**src/rtl/mtws_pkg.sv**
```systemverilog
// Package for the multi-task watchdog supervisor: operation codes, field widths,
// stream packing widths and reset defaults. No dependencies.

package mtws_pkg;

	localparam int OPCODE_W   = 2;
	localparam int TASK_ID_W  = 8;
	localparam int TIME_W     = 32;
	localparam int MASK_OUT_W = 32;

	// Input stream word: opcode, task_id, now_ms from bit 0 up, padded to 48 bits.
	localparam int S_TDATA_W  = 48;
	// Output stream word: status, healthy, kick, fault, starving_mask, padded to 40 bits.
	localparam int M_TDATA_W  = 40;

	localparam int          MAX_TASKS_DEF   = 32;
	localparam logic [31:0] TIMEOUT_RST     = 32'd1000;

	localparam logic [OPCODE_W-1:0] OP_REGISTER   = 2'd0;
	localparam logic [OPCODE_W-1:0] OP_UNREGISTER = 2'd1;
	localparam logic [OPCODE_W-1:0] OP_HEARTBEAT  = 2'd2;
	localparam logic [OPCODE_W-1:0] OP_SERVICE    = 2'd3;

endpackage

```
**src/rtl/multi_task_watchdog_supervisor_unit.sv**
```systemverilog
// Top level of the multi-task watchdog supervisor: input register, task mask state,
// service decision and result register. Depends on mtws_pkg.
//
// Flow: an accepted transaction waits in the input register until the result register
// is free or drained, then moves into the result register, from which it can be taken.
// Throughput: one transaction per cycle while the output side keeps tready high.
// The figure is set by the single pass from the input register to the result register.
// Reset (arst_n low) clears both masks and the last-kick time and sets timeout to 1000.

module multi_task_watchdog_supervisor_unit
	import mtws_pkg::*;
#(
	parameter int MAX_TASKS = MAX_TASKS_DEF
) (
	input  logic                  clk,
	input  logic                  arst_n,
	// Timeout register write port.
	input  logic                  cfg_wr_en,
	input  logic [TIME_W-1:0]     cfg_wr_data,
	// Input stream.
	input  logic                  s_tvalid,
	output logic                  s_tready,
	input  logic [S_TDATA_W-1:0]  s_tdata,   // opcode[1:0], task_id[9:2], now_ms[41:10]
	// Result stream.
	output logic                  m_tvalid,
	input  logic                  m_tready,
	output logic [M_TDATA_W-1:0]  m_tdata    // status[0], healthy[1], kick[2], fault[3],
	                                         // starving_mask[35:4]
);

	// Configuration and supervisor state.
	logic [TIME_W-1:0]    timeout_q;
	logic [MAX_TASKS-1:0] registered_q;
	logic [MAX_TASKS-1:0] reported_q;
	logic [TIME_W-1:0]    last_kick_q;

	// Input stage holding one accepted transaction.
	logic                 valid_s1;
	logic [OPCODE_W-1:0]  opcode_s1;
	logic [TASK_ID_W-1:0] task_id_s1;
	logic [TIME_W-1:0]    now_s1;

	// Result stage.
	logic                  valid_s2;
	logic                  status_s2;
	logic                  healthy_s2;
	logic                  kick_s2;
	logic                  fault_s2;
	logic [MASK_OUT_W-1:0] starving_s2;

	// The input stage moves forward whenever the result register is free or drained.
	logic advance;
	assign advance  = valid_s1 && (!valid_s2 || m_tready);
	assign s_tready = !valid_s1 || advance;

	// Decoded operation of the item in the input stage.
	logic                  id_ok;
	logic [MAX_TASKS-1:0]  task_bit;
	logic [MAX_TASKS-1:0]  starving;
	logic [TIME_W-1:0]     elapsed;
	logic                  expired;
	logic                  status_d;
	logic                  healthy_d;
	logic                  kick_d;
	logic                  fault_d;
	logic [MASK_OUT_W-1:0] starving_d;
	logic [MAX_TASKS-1:0]  registered_d;
	logic [MAX_TASKS-1:0]  reported_d;
	logic                  kick_time_we;

	assign id_ok = task_id_s1 < TASK_ID_W'(MAX_TASKS);

	// One-hot select of the addressed task; all zero when the number is out of range.
	always_comb begin
		for (int i = 0; i < MAX_TASKS; i++) begin
			task_bit[i] = (task_id_s1 == TASK_ID_W'(i));
		end
	end

	assign starving = registered_q & ~reported_q;
	// Elapsed time wraps modulo 2^32, so a clock that runs backwards looks very late.
	assign elapsed  = now_s1 - last_kick_q;
	assign expired  = elapsed >= timeout_q;

	always_comb begin
		status_d     = 1'b0;
		healthy_d    = 1'b0;
		kick_d       = 1'b0;
		fault_d      = 1'b0;
		starving_d   = '0;
		registered_d = registered_q;
		reported_d   = reported_q;
		kick_time_we = 1'b0;
		unique case (opcode_s1)
			OP_SERVICE: begin
				starving_d = MASK_OUT_W'(starving);
				if (starving == '0) begin
					// Every registered task has reported: refresh the watchdog and
					// open a new reporting window.
					kick_d       = 1'b1;
					healthy_d    = 1'b1;
					reported_d   = '0;
					kick_time_we = 1'b1;
				end else if (expired) begin
					fault_d = 1'b1;
				end else begin
					healthy_d = 1'b1;
				end
			end
			OP_REGISTER: begin
				status_d     = !id_ok;
				registered_d = registered_q | task_bit;
				reported_d   = reported_q | task_bit;
			end
			OP_UNREGISTER: begin
				status_d     = !id_ok;
				registered_d = registered_q & ~task_bit;
				reported_d   = reported_q & ~task_bit;
			end
			OP_HEARTBEAT: begin
				status_d   = !id_ok;
				reported_d = reported_q | task_bit;
			end
			default: begin
				status_d = 1'b0;
			end
		endcase
	end

	// Control state and configuration.
	always_ff @(posedge clk or negedge arst_n) begin
		if (!arst_n) begin
			timeout_q    <= TIMEOUT_RST;
			registered_q <= '0;
			reported_q   <= '0;
			last_kick_q  <= '0;
			valid_s1     <= 1'b0;
			valid_s2     <= 1'b0;
		end else begin
			if (cfg_wr_en) begin
				timeout_q <= cfg_wr_data;
			end
			if (s_tready) begin
				valid_s1 <= s_tvalid;
			end
			if (advance) begin
				registered_q <= registered_d;
				reported_q   <= reported_d;
				if (kick_time_we) begin
					last_kick_q <= now_s1;
				end
				valid_s2 <= 1'b1;
			end else if (m_tready) begin
				valid_s2 <= 1'b0;
			end
		end
	end

	// Payload registers.
	always_ff @(posedge clk) begin
		if (s_tvalid && s_tready) begin
			opcode_s1  <= s_tdata[OPCODE_W-1:0];
			task_id_s1 <= s_tdata[OPCODE_W +: TASK_ID_W];
			now_s1     <= s_tdata[OPCODE_W+TASK_ID_W +: TIME_W];
		end
		if (advance) begin
			status_s2   <= status_d;
			healthy_s2  <= healthy_d;
			kick_s2     <= kick_d;
			fault_s2    <= fault_d;
			starving_s2 <= starving_d;
		end
	end

	assign m_tvalid = valid_s2;
	assign m_tdata  = {(M_TDATA_W-MASK_OUT_W-4)'(0), starving_s2,
	                   fault_s2, kick_s2, healthy_s2, status_s2};

	// A kick and a fault never come from the same service call.
	assert property (@(posedge clk) disable iff (!arst_n)
		valid_s2 |-> !(kick_s2 && fault_s2))
		else $error("kick and fault raised together");

	// A kick means nothing was starving and the result is healthy.
	assert property (@(posedge clk) disable iff (!arst_n)
		(valid_s2 && kick_s2) |-> (healthy_s2 && starving_s2 == '0))
		else $error("kick with starving tasks or unhealthy result");

	// A rejected task number never produces a service outcome.
	assert property (@(posedge clk) disable iff (!arst_n)
		(valid_s2 && status_s2) |-> (!healthy_s2 && !kick_s2 && !fault_s2))
		else $error("out-of-range task with service outcome");

	// A kick opens a fresh window with an empty reported mask and the new time.
	assert property (@(posedge clk) disable iff (!arst_n)
		(advance && kick_time_we) |=> (reported_q == '0 && last_kick_q == $past(now_s1)))
		else $error("kick did not restart the reporting window");

	// The result register only changes hands through the stream handshake.
	assert property (@(posedge clk) disable iff (!arst_n)
		(valid_s2 && !m_tready) |=> valid_s2)
		else $error("result dropped while stalled");

endmodule
```
**config.mk**
```make
export PLATFORM = sky130hd
export DESIGN_NAME = multi_task_watchdog_supervisor_unit
export DESIGN_NICKNAME = d
export VERILOG_FILES = /design/src/rtl/mtws_pkg.sv /design/src/rtl/multi_task_watchdog_supervisor_unit.sv
export SDC_FILE = /design/constraint.sdc
export NUM_CORES = 1
export LEC_CHECK = 0
export ABC_AREA = 1
export BUFFER_PORTS_ARGS = -buffer_cell sky130_fd_sc_hd__buf_2
export CAP_MARGIN = 30
export CORE_MARGIN = 3
export CORE_UTILIZATION = 60
export CTS_CLUSTER_DIAMETER = 80
export DETAILED_ROUTE_END_ITERATION = 12
export GPL_ROUTABILITY_DRIVEN = 0
export PLACE_DENSITY = 0.81
export SETUP_SLACK_MARGIN = 0.1
export SYNTH_ARGS = -nofsm -noshare
export SYNTH_HDL_FRONTEND = slang
export SYNTH_SLANG_ARGS = --single-unit
export TNS_END_PERCENT = 30
```
**constraint.sdc**
```tcl
create_clock -name clk -period 3.79 [get_ports clk]
set_clock_uncertainty 0.2 [all_clocks]
set_input_delay 0.5685 -clock clk [delete_from_list [all_inputs] [get_ports clk]]
set_output_delay 0.5685 -clock clk [all_outputs]
set_load 0.005 [all_outputs]
```
==> results of run 1 <==
[cells in the mapped netlist, drive strengths merged]
cell,count
o21a,4
fa,1
a21o,2
buf,37
or2,1
nand3,94
o21ai,87
nor4,2
conb,1
nor3,17
nor3b,1
dfrtp,124
dfstp,6
clkbuf,19
ha,63
edfxtp,78
xnor2,1
a21oi,82
o22ai,3
nand4,10
inv,166
and2,2
a31oi,33
o21bai,1
nor2,154
a21boi,1
o211ai,8
xor2,15
mux2,1
nand3b,1
nand2,448
[what timing repair did]
action,CTS,global route
gates resized for setup,0,2
setup endpoints to repair,0,2
hold buffers,1,0
hold endpoints to repair,47,0
[critical path, cell delays in order (launching register included)]
cell	delay (ns)
edfxtp_1	0.39
inv_1	0.07
ha_1	0.13
inv_1	0.08
fa_2	0.36
nand2_1	0.07
nand2_1	0.06
and2_1	0.18
nand2_1	0.07
nand2_1	0.10
nand2_1	0.08
nand2_1	0.09
nand2_1	0.13
nand2_1	0.07
nand2_1	0.06
nand2_1	0.05
ha_1	0.27
nand2_1	0.04
nor2_1	0.13
nand4_1	0.13
nor2_1	0.15
nand2_1	0.13
nand3_1	0.09
nand2_1	0.05
[power groups by stage]
stage / registers (W) / clock network, W / logic (W)
6_report: 0.00284 / 0.00225 / 0.00349
5_1_grt: 0.00288 / 0.00238 / 0.00398
4_1_cts: 0.00284 / 0.00229 / 0.00344
3_5_place_dp: 0.00288 / 0 / 0.00341
3_3_place_gp: 0.00287 / 0 / 0.00330
2_1_floorplan: 0.00284 / 0 / 0.00261
[per-stage QoR]
stage	setup slack, ns	cells	utilization	hold slack (ns)	instance area [sq um]
2_1_floorplan	0.805	1466	-	0.0729	11700
3_3_place_gp	0.371	1800	0.654	0.262	12400
3_5_place_dp	0.275	1800	0.654	0.265	12400
4_1_cts	0.276	1843	0.695	0.0161	13200
5_1_grt	0.140	1843	0.695	0.0197	13200
6_report	0.358	1843	0.695	0.0318	13200
[final timing paths]
kind / from / end / depth (start not counted)
hold reg to reg: last_kick_q[12] / last_kick_q[12] / 2
max in group asynchronous: arst_n / timeout_q[8] / 3
min in group asynchronous: arst_n / timeout_q[1] / 2
setup reg to reg: now_s1[0] / healthy_s2 / 23
setup / recovery: now_s1[0] / healthy_s2 / 23
hold / removal: s_tdata[21] / now_s1[11] / 1
[cell type report]
| class | count | area share |
|---|---|---|
| sequential | 208 | 0.425 |
| clock inverter | 14 | 0.0116 |
| timing repair buffer | 131 | 0.0530 |
| inverter | 166 | 0.0474 |
| multi-input combinational | 1036 | 0.391 |
| tap | 260 | 0.0247 |
| clock buffer | 28 | 0.0466 |
[logic make-up (layout without fill, tap and decap cells)]
kind of cell	count (synthesis)	after routing	share of synthesized area
DFF	208	208	0.479
other	1	4	0.000320
muxes	1	1	0.000962
buffers and inverters	222	339	0.0829
xor gates and xnor gates	16	16	0.0120
AOI/OAI and AO/OA	221	221	0.102
and+or+nand+nor	730	730	0.254
adders and majority gates	64	64	0.0690
[layout by cell type (no fill, tap or decap), types with 6 or more instances in the layout]
cell type	n
nand2_1	440
inv_1	160
nor2_1	148
dfrtp_1	124
buf_2	115
nand3_1	94
o21ai_0	83
a21oi_1	82
edfxtp_1	78
ha_1	63
a31oi_1	33
clkbuf_16	23
nor3_1	15
xor2_1	15
buf_4	15
nand4_1	10
o211ai_1	8
clkinv_2	7
nand2_2	6
dfstp_2	6
[per-layer routing]
| layer | track usage | share of wire | up-vias |
|---|---|---|---|
| met4 | 0.110 | 0.044 | 0 |
| met3 | 0.0293 | 0.048 | 85 |
| met5 | 0 | 0 | - |
| met1 | 0.322 | 0.40 | 4695 |
| met2 | 0.462 | 0.51 | 354 |
| li1 | - | - | 4966 |
==> reports/metrics.yaml, run 1 <==
final_layout:
  diodes: 0
  final-seq-area_sq_um: 5600
  num-fill-cells: 1510
  drive_above_1_share: 0.124
  syn_to_final_growth_pct: 12.5
  multi_input_area_sq_um: 5160
  nNetsFinal: 1715
floorplan:
  dieArea_sq_um: 21200
  pin_count: 127
  initial_core_util: 0.618
  core_region_area_sq_um: 19000
  die_w_um: 146
  rows: 50
  fp.dieH_um: 146
critical_path:
  path_max_fanout: 3
  cp.required_ns: 3.86
  worstSetupPathType: "reg -> reg"
  arrival_ns: 3.50
  rrSetupSlack_ns: 0.36
  worstSetupStartpointType: "register"
  end_kind: "register"
synth:
  ys_seq_area_frac: 0.479
  syn_area_sq_um: 11700
  synth_top_area_cell: "dfrtp_1"
  synthCells: 1463
  avgSynthCellArea_sq_um: 8.00
  synth-seq-cells: 208
  yosys_warnings: 0
  synthTopCellsByArea: "dfrtp_1, edfxtp_1, nand2_1"
  ys_types: 42
  netlist.area_leader.share: 0.265
grt:
  grt_usage: 0.260
  grt_start_max_net_pins: 64
  grt_pass1_wl_um: 46100
  antenna_found_initial: 0
  grt_overflow: 0
  grt_pass1_vias: 9692
power:
  total_power_w: 0.00858
  pwr-share-comb: 0.407
  ir_drop_uv: 373
  switchingPower_w: 0.00329
  power.internal_w: 0.00529
  p_clk_frac: 0.262
  p_per_area_nw_per_um2: 652
  swShare: 0.384
  total_leakage_power_nw: 6.57
  p_seq_frac: 0.331
clocking:
  clk_pin_slew_worst_paths_ns: 0.06
  cts_setup_buffers: 0
  clock-root-buffer: "clkbuf_16"
  clock_tree.buffer_depth: 3
  cts_buffers: 23
  clkSinkCount: 208
  insertion_delay_ns: 0.51
  cts_tree: "yes"
  cts-htree-levels: 1
sta:
  rsz0062_at_grt: "false"
  hold_violations: 0
  setup_viol: 0
  finalCriticalPeriod_ns: 3.43
  fin_crit_sh: 0.905
  final.setup.tns_ns: 0
  worstMarginPinSlew_ns: 0.876
  max_freq_ghz: 0.291
  slew_viol_final: 0
  slew_headroom: 0.412
routing:
  wl_um: 28300
  ant_nets: 0
  drtIter0Drc: 854
  wl_per_cell_um: 15.4
  drt_pre_antenna_iters: 5
  via_per_inst: 5.48
  drc: 0
  vias: 10100
status:
  status: "finished clean"
placement:
  numPortBuffers: 116
  dpl.hpwl_um: 20400
run:
  cap_violations: 0
min_path:
  hold_class: "in -> reg"
Power figures use the tool's default switching activity.
==> run 2: changes to the inputs <==
Settings changed: CTS_CLUSTER_SIZE from default to 10, RECOVER_POWER from default to 25.
==> reports/metrics.yaml, run 2 (synthesized netlist as in run 1, its figures left out) <==
status:
  status: "complete, but fails checks"  # was finished clean
  failed_checks: "max-capacitance violations, max-slew violations"
critical_path:
  worstSetupPathType: "reg -> reg"  # unchanged
  path_max_fanout: 3  # unchanged
  cp.required_ns: 3.88  # was 3.86 ns
  arrival_ns: 3.58  # was 3.50 ns
  regToRegEndpoint: "healthy_s2"  # unchanged
  end_kind: "register"  # unchanged
  rrSetupSlack_ns: 0.30  # was 0.36 ns
  ff2ff_path_depth: 23  # unchanged
  r2r-start: "now_s1[0]"  # unchanged
  worstSetupStartpointType: "register"  # unchanged
min_path:
  worstHoldStart: "s_tdata[8]"  # was s_tdata[21]
  whs_endpoint: "task_id_s1[6]"  # was now_s1[11]
  whs_path_depth: 1  # unchanged
  hold_class: "in -> reg"  # unchanged
power:
  p_seq_frac: 0.338  # was 0.331
  p_clk_frac: 0.247  # was 0.262
  switchingPower_w: 0.00329  # about the same
  pwr-share-comb: 0.416  # was 0.407
  p_per_area_nw_per_um2: 638  # was 652 nW/um^2
  ir_drop_uv: 392  # was 373 uV
  swShare: 0.391  # was 0.384
  total_leakage_power_nw: 6.54  # was 6.57 nW
  power.internal_w: 0.00513  # was 0.00529 W
floorplan:
  dieArea_sq_um: 21200  # unchanged
  initial_core_util: 0.618  # unchanged
  core_region_area_sq_um: 19000  # unchanged
  rows: 50  # unchanged
  pin_count: 127  # unchanged
  fp.dieH_um: 146  # unchanged
  die_w_um: 146  # unchanged
run:
  cap_violations: 1  # was 0
grt:
  grt_pass1_wl_um: 46000  # was 46100 um
  grt_overflow: 0  # unchanged
  antenna_found_initial: 0  # unchanged
  grt_start_max_net_pins: 64  # unchanged
  grt_usage: 0.259  # was 0.260
  grt_pass1_vias: 9766  # was 9692
clocking:
  cts_setup_buffers: 0  # unchanged
  clk_pin_slew_worst_paths_ns: 0.06  # about the same
  cts-htree-levels: 1  # unchanged
  cts_buffers: 24  # was 23
  insertion_delay_ns: 0.54  # was 0.51 ns
  cts_tree: "yes"  # unchanged
  clkSinkCount: 208  # unchanged
  clock-root-buffer: "clkbuf_16"  # unchanged
  clock_tree.buffer_depth: 3  # unchanged
routing:
  vias: 10196  # was 10100
  drc: 0  # unchanged
  drtIter0Drc: 768  # was 854
  wl_um: 28300  # about the same
  drt_pre_antenna_iters: 6  # was 5
  wl_per_cell_um: 15.3  # was 15.4 um
  ant_nets: 0  # unchanged
  via_per_inst: 5.50  # was 5.48
sta:
  max_freq_ghz: 0.286  # was 0.291 GHz
  worstMarginPinSlew_ns: 2.07  # was 0.876 ns
  slew_headroom: -0.377  # was 0.412
  finalCriticalPeriod_ns: 3.49  # was 3.43 ns
  slew_viol_final: 64  # was 0
  rsz0062_at_grt: "true"  # was false
  hold_violations: 0  # unchanged
  whs_ns: 0.0148  # was 0.0318 ns
  fin_crit_sh: 0.922  # was 0.905
  final.setup.tns_ns: 0  # unchanged
  setup_viol: 0  # unchanged
final_layout:
  layout_commonest_cell: "nand2_1"  # unchanged
  multi_input_area_sq_um: 5150  # was 5160 sq um
  syn_to_final_growth_pct: 12.6  # was 12.5%
  nNetsFinal: 1725  # was 1715
  final-seq-area_sq_um: 5600  # unchanged
  num-fill-cells: 1518  # was 1510
  diodes: 0  # unchanged
  drive_above_1_share: 0.112  # was 0.124
  final_cell_mix: "nand2_1, inv_1, nor2_1, dfrtp_1, buf_2"  # unchanged
placement:
  numPortBuffers: 116  # unchanged
  dpl.hpwl_um: 20400  # unchanged
## run 2: changes by cell type in the layout (fill, tap and decap cells not counted), moves of 2 or more
cell / delta
clkbuf_1: +21
dlygate4sd3_1: +9
buf_2: -6
clkinv_2: -6
bufinv_16: -3
clkbuf_8: -2
clkinv_1: -2
inv_6: -2
## run 2: worst max-delay path by stage
| stage | start | end | slack (ns) |
|---|---|---|---|
| 2_1_floorplan | now_s1[0] | healthy_s2 | 0.80 |
| 3_3_place_gp | now_s1[0] | fault_s2 | 0.37 |
| 3_5_place_dp | now_s1[0] | fault_s2 | 0.27 |
| 4_1_cts | now_s1[0] | fault_s2 | 0.28 |
| 5_1_grt | now_s1[0] | healthy_s2 | 0.1 |
| 6_report | now_s1[0] | healthy_s2 | 0.30 |
## run 2: final cells by class
cell class | count | share of cell area
clock buffer | 42 | 0.0507
clock inverter | 1 | 0.00228
inverter | 166 | 0.0474
multi-input combinational | 1036 | 0.391
sequential | 208 | 0.425
tap | 260 | 0.0247
timing repair buffer | 140 | 0.0590
## run 2: routing by layer
layer / track usage / vias up / part of all wire
li1: - / 4994 / -
met1: 0.320 / 4689 / 0.40
met2: 0.453 / 404 / 0.50
met3: 0.0349 / 109 / 0.056
met4: 0.124 / 0 / 0.050
met5: 0 / - / 0
## run 2: worst max-delay path: stages, from the launching register on
cell and delay, ns:
edfxtp_1 0.39, inv_1 0.07, ha_1 0.13, inv_1 0.08, fa_1 0.41, nand2_1 0.08, nand2_1 0.06, and2_1 0.18
nand2_1 0.07, nand2_1 0.10, nand2_1 0.08, nand2_1 0.09, nand2_1 0.13, nand2_1 0.07, nand2_1 0.06, nand2_1 0.05
ha_1 0.27, nand2_1 0.04, nor2_1 0.13, nand4_1 0.13, nor2_1 0.16, nand2_1 0.13, nand3_1 0.09, nand2_1 0.05
## run 2: what timing repair did
action,4_1_cts,5_1_grt
setup endpoints to repair,0,2
hold buffers,9,1
endpoints found under the hold margin,55,1
gates resized for setup,0,1
## run 2: stage by stage
step / setup slack, ns / power (W) / utilization / area, sq um / std cells
6_report: 0.296 / 0.00842 / 0.696 / 13200 / 1853
5_1_grt: 0.0964 / 0.00907 / 0.696 / 13200 / 1853
4_1_cts: 0.285 / 0.00839 / 0.695 / 13200 / 1852
3_5_place_dp: 0.275 / 0.00629 / 0.654 / 12400 / 1800
3_3_place_gp: 0.371 / 0.00616 / 0.654 / 12400 / 1800
2_1_floorplan: 0.805 / 0.00545 / - / 11700 / 1466
## run 2: power groups by stage
stage / combinational, W / sequential [W] / clock (W)
finish: 0.00350 / 0.00284 / 0.00208
global route: 0.00398 / 0.00288 / 0.00221
CTS: 0.00345 / 0.00284 / 0.00210
detailed placement: 0.00341 / 0.00288 / 0
global placement: 0.00330 / 0.00287 / 0
floorplan: 0.00261 / 0.00284 / 0
==> run 3: changes to the inputs <==
Clock period 3.79 ns to 3.8 ns, I/O delays scaled along.
==> reports/metrics.yaml, run 3 (synthesized netlist as in run 1, its figures left out) <==
status:
  status: "complete, but fails checks"  # unchanged
  failed_checks: "max-capacitance violations, max-slew violations"  # unchanged
sta:
  rsz0062_at_grt: "true"  # unchanged
  slew_headroom: -0.409  # was -0.377
  hold_violations: 0  # unchanged
  setup_viol: 0  # unchanged
  final.setup.tns_ns: 0  # unchanged
  slew_viol_final: 64  # unchanged
  max_freq_ghz: 0.288  # was 0.286 GHz
  finalCriticalPeriod_ns: 3.47  # was 3.49 ns
  fin_crit_sh: 0.913  # was 0.922
  worstMarginPinSlew_ns: 2.11  # was 2.07 ns
  whs_ns: 0.0182  # was 0.0148 ns
floorplan:
  dieArea_sq_um: 21200  # unchanged
  core_region_area_sq_um: 19000  # unchanged
  die_w_um: 146  # unchanged
  fp.dieH_um: 146  # unchanged
  rows: 50  # unchanged
  initial_core_util: 0.618  # unchanged
  pin_count: 127  # unchanged
critical_path:
  ff2ff_path_depth: 23  # unchanged
  r2r-start: "now_s1[0]"  # unchanged
  worstSetupPathType: "reg -> reg"  # unchanged
  arrival_ns: 3.55  # was 3.58 ns
  end_kind: "register"  # unchanged
  path_max_fanout: 3  # unchanged
  regToRegEndpoint: "healthy_s2"  # unchanged
  cp.required_ns: 3.88  # about the same
  rrSetupSlack_ns: 0.33  # was 0.30 ns
  worstSetupStartpointType: "register"  # unchanged
power:
  ir_drop_uv: 377  # was 392 uV
  total_leakage_power_nw: 6.50  # was 6.54 nW
  p_per_area_nw_per_um2: 639  # was 638 nW/um^2
final_layout:
  nNetsFinal: 1715  # was 1725
  layout_commonest_cell: "nand2_1"  # unchanged
  diodes: 0  # unchanged
  design_area_sq_um: 13100  # was 13200 sq um
  syn_to_final_growth_pct: 11.8  # was 12.6%
  final_cell_mix: "nand2_1, inv_1, nor2_1, dfrtp_1, buf_2"  # unchanged
  drive_above_1_share: 0.113  # was 0.112
  instances_no_fill: 1842  # was 1853
routing:
  vias: 10084  # was 10196
  via_per_inst: 5.47  # was 5.50
  drt_pre_antenna_iters: 6  # unchanged
  drc: 0  # unchanged
  wl_per_cell_um: 15.4  # was 15.3 um
  drtIter0Drc: 861  # was 768
  ant_nets: 0  # unchanged
  wl_um: 28400  # was 28300 um
placement:
  numPortBuffers: 116  # unchanged
  dp.cells: 1799  # was 1800
  dpl.hpwl_um: 20300  # was 20400 um
  dpl_cell_area_sq_um: 12400  # about the same
clocking:
  clock_tree.buffer_depth: 3  # unchanged
  cts_setup_buffers: 0  # unchanged
  cts_buffers: 24  # unchanged
  cts_tree: "yes"  # unchanged
  insertion_delay_ns: 0.53  # was 0.54 ns
  clock-root-buffer: "clkbuf_16"  # unchanged
  cts-htree-levels: 1  # unchanged
  clk_pin_slew_worst_paths_ns: 0.06  # about the same
  clkSinkCount: 208  # unchanged
min_path:
  hold_class: "in -> reg"  # unchanged
  whs_endpoint: "opcode_s1[0]"  # was task_id_s1[6]
  whs_path_depth: 1  # unchanged
  worstHoldStart: "s_tdata[0]"  # was s_tdata[8]
grt:
  grt_overflow: 0  # unchanged
  grt_pass1_vias: 9672  # was 9766
  grt_usage: 0.262  # was 0.259
  antenna_found_initial: 0  # unchanged
  grt_start_max_net_pins: 64  # unchanged
  grt_pass1_wl_um: 46200  # was 46000 um
run:
  cap_violations: 1  # unchanged
-- run 3: worst max-delay path by stage --
stage                    start         end  slack [ns]  cells past startpoint
global placement     now_s1[0]    fault_s2        0.39                     22
finish               now_s1[0]  healthy_s2        0.33                     23
global route        now_s1[14]  healthy_s2        0.05                     18
CTS                  now_s1[0]    fault_s2        0.33                     22
floorplan            now_s1[0]  healthy_s2        0.81                     23
detailed placement   now_s1[0]    fault_s2        0.33                     22
-- run 3: per-layer routing --
metal | track usage | up-vias | wire [um]
li1 | - | 4971 | -
met1 | 0.316 | 4636 | 11100
met2 | 0.466 | 372 | 14300
met3 | 0.0355 | 105 | 1530
met4 | 0.119 | 0 | 1410
met5 | 0 | - | 0
-- run 3: power breakdown --
part	internal [W]	total (W)	leakage (nW)	switching [W]
registers	0.00267	0.00283	2.45	0.000162
logic	0.00124	0.00346	3.72	0.00222
clock network	0.00120	0.00206	0.329	0.000867
-- run 3: metrics by stage --
step                       util  worst slack (ns)  power, W
after global routing      0.691            0.0528   0.00904
after global placement    0.654             0.385   0.00615
after detailed placement  0.654             0.331   0.00628
final                     0.691             0.331   0.00836
after CTS                 0.691             0.328   0.00837
after floorplan               -             0.815   0.00544
-- run 3: critical path, cell delays in order (launching register included) --
cell      delay (ns)
edfxtp_1        0.38
inv_1           0.07
ha_1            0.13
inv_1           0.08
fa_1            0.42
nand2_1         0.08
nand2_1         0.06
and2_1          0.18
nand2_1         0.06
nand2_1         0.10
nand2_1         0.08
nand2_1         0.09
nand2_1         0.12
nand2_1         0.06
nand2_1         0.06
nand2_1         0.05
ha_1            0.27
nand2_1         0.05
nor2_1          0.14
nand4_1         0.14
nor2_1          0.16
nand2_1         0.13
nand3_1         0.10
nand2_1         0.05
-- run 3: area by class of cell --
type                    count  area, sq um
clock buffers              41          674
clock inverters             1         16.3
fillers                  1542         5860
inverters                 166          624
multi-input cells        1036         5150
flip-flops and latches    208         5600
well taps                 260          325
repair buffers            130          693
-- run 3: timing repair --
action | 4_1_cts | 5_1_grt
hold endpoints to repair | 51 | 0
resized for setup | 0 | 1
hold buffers | 1 | 0
endpoints found under the setup margin | 0 | 2
